[config.mk]
export PLATFORM = sky130hd
export DESIGN_NAME = soft_power_button_controller
export DESIGN_NICKNAME = d
export VERILOG_FILES = /design/src/hw/rtl/spbc_pkg.sv /design/src/hw/rtl/spbc_cfg.sv /design/src/hw/rtl/spbc_core.sv /design/src/hw/rtl/soft_power_button_controller.sv
export VERILOG_INCLUDE_DIRS = /design/src /design/src/hw/rtl
export SDC_FILE = /design/constraint.sdc
export NUM_CORES = 1
export LEC_CHECK = 0
export BUFFER_PORTS_ARGS = -buffer_cell sky130_fd_sc_hd__buf_2
export CAP_MARGIN = 20
export CORE_UTILIZATION = 56
export DETAILED_ROUTE_END_ITERATION = 12
export PLACE_DENSITY = 0.79
export RECOVER_POWER = 25
export SLEW_MARGIN = 30
export SYNTH_ARGS = -nofsm -noshare
export SYNTH_HDL_FRONTEND = slang
export SYNTH_HIERARCHICAL = 1
export SYNTH_SLANG_ARGS = --single-unit
export TNS_END_PERCENT = 30
[constraint.sdc]
create_clock -name clk -period 5 [get_ports clk]
set_input_delay 0.5 -clock clk [delete_from_list [all_inputs] [get_ports clk]]
set_output_delay 0.5 -clock clk [all_outputs]
set_load 0.1 [all_outputs]
[src/hw/rtl/soft_power_button_controller_assert.svh]
`ifndef SOFT_POWER_BUTTON_CONTROLLER_ASSERT_SVH
`define SOFT_POWER_BUTTON_CONTROLLER_ASSERT_SVH

// check that a condition implies a property on the same edge
`define SPBC_ASSERT_IMPLIES(label, ante, cons, msg) \
	label: assert property (@(posedge clk) disable iff (!arst_n) (ante) |-> (cons)) \
		else $error(msg);

// check that two conditions are never true together
`define SPBC_ASSERT_EXCLUSIVE(label, a, b, msg) \
	label: assert property (@(posedge clk) disable iff (!arst_n) !((a) && (b))) \
		else $error(msg);

`endif

[src/hw/rtl/spbc_pkg.sv]
package spbc_pkg;

	localparam int COUNT_WIDTH = 16;
	localparam int CFG_WIDTH = 16;
	localparam int DATA_WIDTH = 32;
	localparam int ADDR_WIDTH = 3;
	localparam int REG_IDX_LSB = 2;
	localparam int EXT_WIDTH = (COUNT_WIDTH > CFG_WIDTH) ? COUNT_WIDTH : CFG_WIDTH;

	localparam logic [CFG_WIDTH-1:0] GRACE_RESET = CFG_WIDTH'(100);
	localparam logic [CFG_WIDTH-1:0] FORCE_RESET = CFG_WIDTH'(400);

	typedef logic [COUNT_WIDTH-1:0] count_t;

	localparam count_t COUNT_MAX = {COUNT_WIDTH{1'b1}};

	typedef enum logic {
		REG_GRACE = 1'b0,
		REG_FORCE = 1'b1
	} reg_idx_t;

	typedef struct packed {
		logic [CFG_WIDTH-1:0] grace_ticks;
		logic [CFG_WIDTH-1:0] force_off_ticks;
	} cfg_t;

	typedef struct packed {
		logic mode;
		logic pwr_ok;
		logic off_request;
		logic switch_pressed;
	} in_item_t;

	typedef struct packed {
		logic psu_on;
		logic psu_off;
		logic assert_shutdown;
		logic deassert_shutdown;
		logic shutdown_level;
	} out_item_t;

	function automatic count_t clamp_count(input logic [CFG_WIDTH-1:0] v);
		logic [EXT_WIDTH-1:0] ext;
		ext = EXT_WIDTH'(v);
		if (ext > EXT_WIDTH'(COUNT_MAX)) begin
			return COUNT_MAX;
		end
		return COUNT_WIDTH'(ext);
	endfunction

endpackage

[src/hw/rtl/spbc_cfg.sv]
module spbc_cfg import spbc_pkg::*; (
	input  logic                  clk,
	input  logic                  arst_n,
	input  logic                  psel,
	input  logic                  penable,
	input  logic                  pwrite,
	input  logic [ADDR_WIDTH-1:0] paddr,
	input  logic [DATA_WIDTH-1:0] pwdata,
	output logic [DATA_WIDTH-1:0] prdata,
	output logic                  pready,
	output cfg_t                  cfg
);

	cfg_t     cfg_q;
	reg_idx_t idx;
	logic     wr_en;

	assign idx = reg_idx_t'(paddr[REG_IDX_LSB]);
	assign wr_en = psel && penable && pwrite;
	assign pready = 1'b1;
	assign cfg = cfg_q;

	always_ff @(posedge clk or negedge arst_n) begin
		if (!arst_n) begin
			cfg_q.grace_ticks <= GRACE_RESET;
			cfg_q.force_off_ticks <= FORCE_RESET;
		end else if (wr_en) begin
			case (idx)
				REG_GRACE: cfg_q.grace_ticks <= pwdata[CFG_WIDTH-1:0];
				REG_FORCE: cfg_q.force_off_ticks <= pwdata[CFG_WIDTH-1:0];
				default: ;
			endcase
		end
	end

	always_comb begin
		case (idx)
			REG_GRACE: prdata = DATA_WIDTH'(cfg_q.grace_ticks);
			REG_FORCE: prdata = DATA_WIDTH'(cfg_q.force_off_ticks);
			default: prdata = '0;
		endcase
	end

endmodule

[src/hw/rtl/spbc_core.sv]
module spbc_core import spbc_pkg::*; (
	input  logic      clk,
	input  logic      arst_n,
	input  cfg_t      cfg,
	input  logic      item_valid,
	output logic      item_ready,
	input  in_item_t  item,
	output logic      result_valid,
	input  logic      result_ready,
	output out_item_t result
);

	logic      valid_s1;
	in_item_t  item_s1;
	logic      valid_s2;
	out_item_t result_s2;
	logic      adv_s1;

	logic   prev_pressed_q, on_pending_q, button_armed_q, forced_done_q;
	logic   shutdown_asserted_q, seen_released_q;
	count_t hold_count_q, grace_count_q;

	logic   prev_pressed_d, on_pending_d, button_armed_d, forced_done_d;
	logic   shutdown_asserted_d, seen_released_d;
	count_t hold_count_d, grace_count_d;
	out_item_t res_d;

	assign adv_s1 = valid_s1 && (!valid_s2 || result_ready);
	assign item_ready = !valid_s1 || adv_s1;
	assign result_valid = valid_s2;
	assign result = result_s2;

	always_ff @(posedge clk or negedge arst_n) begin
		if (!arst_n) begin
			valid_s1 <= 1'b0;
			valid_s2 <= 1'b0;
		end else begin
			if (item_ready) begin
				valid_s1 <= item_valid;
			end
			if (adv_s1) begin
				valid_s2 <= 1'b1;
			end else if (result_ready) begin
				valid_s2 <= 1'b0;
			end
		end
	end

	always_ff @(posedge clk) begin
		if (item_ready && item_valid) begin
			item_s1 <= item;
		end
		if (adv_s1) begin
			result_s2 <= res_d;
		end
	end

	always_ff @(posedge clk or negedge arst_n) begin
		if (!arst_n) begin
			prev_pressed_q <= 1'b0;
			on_pending_q <= 1'b0;
			button_armed_q <= 1'b0;
			forced_done_q <= 1'b0;
			shutdown_asserted_q <= 1'b0;
			seen_released_q <= 1'b0;
			hold_count_q <= '0;
			grace_count_q <= clamp_count(GRACE_RESET);
		end else if (adv_s1) begin
			prev_pressed_q <= prev_pressed_d;
			on_pending_q <= on_pending_d;
			button_armed_q <= button_armed_d;
			forced_done_q <= forced_done_d;
			shutdown_asserted_q <= shutdown_asserted_d;
			seen_released_q <= seen_released_d;
			hold_count_q <= hold_count_d;
			grace_count_q <= grace_count_d;
		end
	end

	always_comb begin
		logic   ok, sw, req_eff, new_press;
		count_t limit, hold_inc;
		ok = item_s1.pwr_ok;
		sw = item_s1.switch_pressed;
		limit = clamp_count(cfg.force_off_ticks);
		new_press = sw && !prev_pressed_q;
		hold_inc = '0;
		req_eff = 1'b0;

		prev_pressed_d = sw;
		on_pending_d = on_pending_q;
		button_armed_d = button_armed_q;
		forced_done_d = forced_done_q;
		hold_count_d = hold_count_q;
		grace_count_d = grace_count_q;
		seen_released_d = seen_released_q;
		res_d = '0;

		if (item_s1.mode) begin
			on_pending_d = 1'b0;
			button_armed_d = sw && ok;
			forced_done_d = 1'b0;
			hold_count_d = '0;
			grace_count_d = clamp_count(cfg.grace_ticks);
			seen_released_d = 1'b0;
			shutdown_asserted_d = 1'b0;
		end else begin
			if (!ok) begin
				grace_count_d = clamp_count(cfg.grace_ticks);
			end else if (grace_count_q != '0) begin
				grace_count_d = grace_count_q - count_t'(1);
			end
			seen_released_d = ok && (seen_released_q || !item_s1.off_request);
			req_eff = item_s1.off_request && (grace_count_d == '0) && seen_released_d;

			if (req_eff) begin
				on_pending_d = 1'b0;
				button_armed_d = 1'b0;
				forced_done_d = 1'b0;
				hold_count_d = '0;
				res_d.psu_off = 1'b1;
			end else begin
				if (new_press) begin
					hold_count_d = '0;
					forced_done_d = 1'b0;
					button_armed_d = ok;
					if (!ok) begin
						on_pending_d = 1'b1;
						res_d.psu_on = 1'b1;
					end
				end
				if (ok) begin
					on_pending_d = 1'b0;
				end
				if (sw && button_armed_d && !forced_done_d) begin
					hold_inc = (hold_count_d < limit) ? hold_count_d + count_t'(1)
						: hold_count_d;
					hold_count_d = hold_inc;
					if (hold_inc >= limit) begin
						res_d.psu_off = 1'b1;
						button_armed_d = 1'b0;
						forced_done_d = 1'b1;
					end
				end
				if (!sw) begin
					hold_count_d = '0;
					forced_done_d = 1'b0;
				end
			end

			shutdown_asserted_d = button_armed_d;
			res_d.assert_shutdown = button_armed_d && !shutdown_asserted_q;
			res_d.deassert_shutdown = !button_armed_d && shutdown_asserted_q;
			res_d.shutdown_level = button_armed_d;
		end
	end

endmodule

[src/hw/rtl/soft_power_button_controller.sv]
// Soft power button controller. Each request is one tick carrying a mode bit,
// PWR_OK, the IO controller's power-off request and the switch level, and
// yields exactly one result: PSU on/off pulses, shutdown line edges and the
// line level. One request is taken per clock unless result_ready stalls it; a
// result passes the input register and then the result register, and throughput
// is one per cycle under the same condition. The user must write the grace and
// force-off counts over the APB port (offsets 0x0 and 0x4) only while no request
// is in flight; the block itself does not enforce it. Reset loads 100 and 400.
`include "soft_power_button_controller_assert.svh"

module soft_power_button_controller import spbc_pkg::*; (
	input  logic                  clk,
	input  logic                  arst_n,
	input  logic                  psel,
	input  logic                  penable,
	input  logic                  pwrite,
	input  logic [ADDR_WIDTH-1:0] paddr,
	input  logic [DATA_WIDTH-1:0] pwdata,
	output logic [DATA_WIDTH-1:0] prdata,
	output logic                  pready,
	input  logic                  item_valid,
	output logic                  item_ready,
	input  in_item_t              item,
	output logic                  result_valid,
	input  logic                  result_ready,
	output out_item_t             result
);

	cfg_t cfg;

	spbc_cfg u_cfg (
		.clk     (clk),
		.arst_n  (arst_n),
		.psel    (psel),
		.penable (penable),
		.pwrite  (pwrite),
		.paddr   (paddr),
		.pwdata  (pwdata),
		.prdata  (prdata),
		.pready  (pready),
		.cfg     (cfg)
	);

	spbc_core u_core (
		.clk          (clk),
		.arst_n       (arst_n),
		.cfg          (cfg),
		.item_valid   (item_valid),
		.item_ready   (item_ready),
		.item         (item),
		.result_valid (result_valid),
		.result_ready (result_ready),
		.result       (result)
	);

	`SPBC_ASSERT_EXCLUSIVE(a_edge_excl, result_valid && result.assert_shutdown, result.deassert_shutdown, "shutdown rise and fall together")
	`SPBC_ASSERT_EXCLUSIVE(a_psu_excl, result_valid && result.psu_on, result.psu_off, "psu on and off together")
	`SPBC_ASSERT_IMPLIES(a_rise_level, result_valid && result.assert_shutdown, result.shutdown_level, "rise without level")
	`SPBC_ASSERT_IMPLIES(a_on_level, result_valid && (result.psu_on || result.deassert_shutdown), !result.shutdown_level, "level high after power on or release")

endmodule
==> reports/metrics.yaml <==
grt_pass1_wl_um: 23000
synth_top_area_share: 0.276
end_kind: "register"
synth_edf_count: 9
dp_hpwl_um: 10200
worstSetupPathType: "reg -> reg"
whs_path_depth: 1
met3WireLength_um: 892
r2r_setup_slack_ns: 0.32
power.leakage_uw: 0.00285
synthTopCellsByCount: "dfrtp_1, mux2_2, nand2_1"
drv_slew: 72
portBuffers: 50
crit_arrival_ns: 4.80
grt_pass1_vias: 4630
synth_warnings: 6
yosysSeqAreaShare: 0.366
crit_top_cell: "nand2_1"
postCtsHoldBufs: 0
coreArea_sq_mm: 0.00977
cpPeakStageDelay_ns: 0.38
post_drt_wl_per_cell_um: 18.1
rsz0062_at_grt: "false"
synthCells: 590
cts-root-buf: "clkbuf_8"
start_util: 0.576
hold_viol_final: 0
die_h_um: 102
fin_ws_ns: 0.320
dr.pass1.iters: 5
crit_slowest_cell: "dfrtp_1"
max_slew_margin: -1.58
htree_num_levels: 3
finalSetupViolations: 0
power_density_mw_per_mm2: 383
violations: "max-capacitance violations, max-slew violations"
reg2reg_depth: 20
dp_slack_ns: 0.362
clkTransAtPathRegs_ns: 0.08
synth.avg_cell_area_sq_um: 9.54
grt_max_degree: 72
die_w_um: 102
ios: 86
gr-usage-all-layers: 0.290
cts_tree: "done"
synthArstFlopShare: 0.888
fin_skew_ns: 0.00879
worstHoldPathType: "in -> reg"
wl_met1_um: 5900
cp_top_family: "simple AND/OR/NAND/NOR gates"
period_share: 0.936
cp_cell_sequence: "nand2b_1 > buf_4 > and2_1 > ha_1 > a21o_1 > nand3_1 > a21oi_1 > a211oi_1 > nand2_1 > nor2_2 > nand2_1 > xnor2_1 > ha_1 > and4_1 > a21oi_1 > nand2_1 > a31oi_1 > o31a_1 > nand2_1 > o211a_1"
max-vdd-ir-drop_uv: 439
ys_ff_latch: 80
synth.distinct_cells: 65
post-route-min-period_ns: 4.68
drtAntennaViolNets: 0
dp.cells: 755
worstPathMaxFanout: 14
place.gp.congestion: 0.957
drcViolationCount: 0
power.total_uw: 2350
outcome: "finished, violations left"
antenna_cells: 0
final_cells: 771
path_buf_inv: 1
numCtsBuffers: 9
max-cap-violations: 1
clock-sinks: 80
tns_ns: 0
wl_met2_um: 6640
worst_pin_slew_ns: 3.86
overflow: 0
vias_per_cell: 6.18
crit_cells: 20
stdcell_area_sq_mm: 0.00614
clock_latency_ns: 0.36
syn_area_sq_mm: 0.00563
synth_most_common_cell: "dfrtp_1"
fmax_mhz: 214
rows: 36
die-area_sq_mm: 0.0105
grt_antenna_before_repair: 0
yosys.area.top_type: "dfrtp_1"
synth_ff_type: "dfrtp_1"
synth_area_leaders: "dfrtp_1, mux2_2, ha_1"
placed_area_sq_mm: 0.00591
drive_above_1_share: 0.230
drt_iter0_markers: 278
num_vias: 4762
routed_wl_um: 13900
dr.max_layer_used: "met4"
cts_max_path_buffers: 2
cp-start-kind: "register"
required_ns: 5.12
nNetsFinal: 713
area_delta_synth_final_pct: 9.10
kinds of logic after synthesis:
kind of cell	share of synthesized area
multiplexers	0.110
other	0.00133
AND/OR/NAND/NOR	0.197
XOR/XNOR	0.0280
buffers and inverters	0.0696
flip-flops	0.366
AO/OA/AOI/OAI	0.152
adder cells (fa/ha/maj)	0.0756
sequential cells by signal, summed over array words and instances (netlist names):
signal / count
u_core/shutdown_asserted_q: 1
u_core/result_valid: 1
u_core/forced_done_q: 1
u_core/button_armed_q: 1
u_core/hold_count_q: 16
u_core/result: 5
u_cfg/cfg: 32
u_core/prev_pressed_d: 1
u_core/valid_s1: 1
u_core/seen_released_q: 1
u_core/item_s1: 3
u_core/prev_pressed_q: 1
u_core/grace_count_q: 16
per-layer routing:
layer,vias to the layer above,global-route usage
li1,2220,-
met1,2267,0.374
met2,237,0.467
met3,38,0.0547
met4,0,0.145
met5,-,0
cells in the final DEF (no fill, tap or decap), types with 3 or more instances in the layout:
cell type / count
a211oi_1: 3
a21o_1: 9
a21oi_1: 37
a22o_1: 6
a22oi_1: 11
a31oi_1: 7
and2_1: 14
and3_1: 8
and4_1: 3
buf_2: 50
buf_4: 10
clkbuf_8: 11
conb_1: 17
dfrtp_1: 62
dfstp_2: 9
edfxtp_1: 9
ha_1: 34
inv_1: 30
mux2_2: 40
mux2_4: 10
nand2_1: 40
nand2b_1: 8
nand3_1: 31
nand4_1: 10
nor2_1: 31
nor2b_1: 6
nor3_1: 14
nor4_1: 6
o211a_1: 3
o21ai_0: 25
o22ai_1: 7
o31ai_1: 6
or3_1: 3
or4_1: 7
xnor2_1: 14
xor2_1: 4
through the flow:
stage | utilization | hold slack (ns)
final | 0.628 | 0.313
after global routing | 0.628 | 0.296
after CTS | 0.628 | 0.300
after detailed placement | 0.604 | 0.485
after global placement | 0.604 | 0.464
after floorplan | - | 0.204
worst reg2reg max path, stage by stage (launching register included):
cell and delay [ns]:
dfrtp_1 0.38, nand2b_1 0.19, buf_4 0.20, and2_1 0.21, ha_1 0.33, a21o_1 0.17
nand3_1 0.07, a21oi_1 0.07, a211oi_1 0.35, nand2_1 0.31, nor2_2 0.32, nand2_1 0.14
xnor2_1 0.20, ha_1 0.28, and4_1 0.21, a21oi_1 0.14, nand2_1 0.07, a31oi_1 0.21
o31a_1 0.28, nand2_1 0.08, o211a_1 0.24
power breakdown:
group	total, uW	internal [uW]	switching [uW]
logic	882	258	625
clock network	549	293	256
registers	922	779	142
worst paths after layout:
check / to / startpoint
worst min register to register: u_core/result_valid / u_core/valid_s1
max in group asynchronous: u_core/hold_count_q[2] / arst_n
worst min-delay path: u_core/item_s1[3] / item[3]
min in group asynchronous: u_core/hold_count_q[15] / arst_n
worst max register to register: u_core/result[1] / u_core/prev_pressed_q
worst max-delay path: u_core/result[1] / u_core/prev_pressed_q
timing repair:
action,4_1_cts,5_1_grt
gates resized for setup,0,1
setup buffers,0,0
endpoints found under the setup margin,0,3
endpoints found under the hold margin,0,0
cell type report:
cell class,count,area [sq um]
inverter,31,116
clock buffer,12,176
multi-input combinational,450,3240
timing repair buffer,61,329
fill,814,3640
sequential,80,2060
tap,133,166
clock inverter,4,56.3
Power figures use the tool's default switching activity.
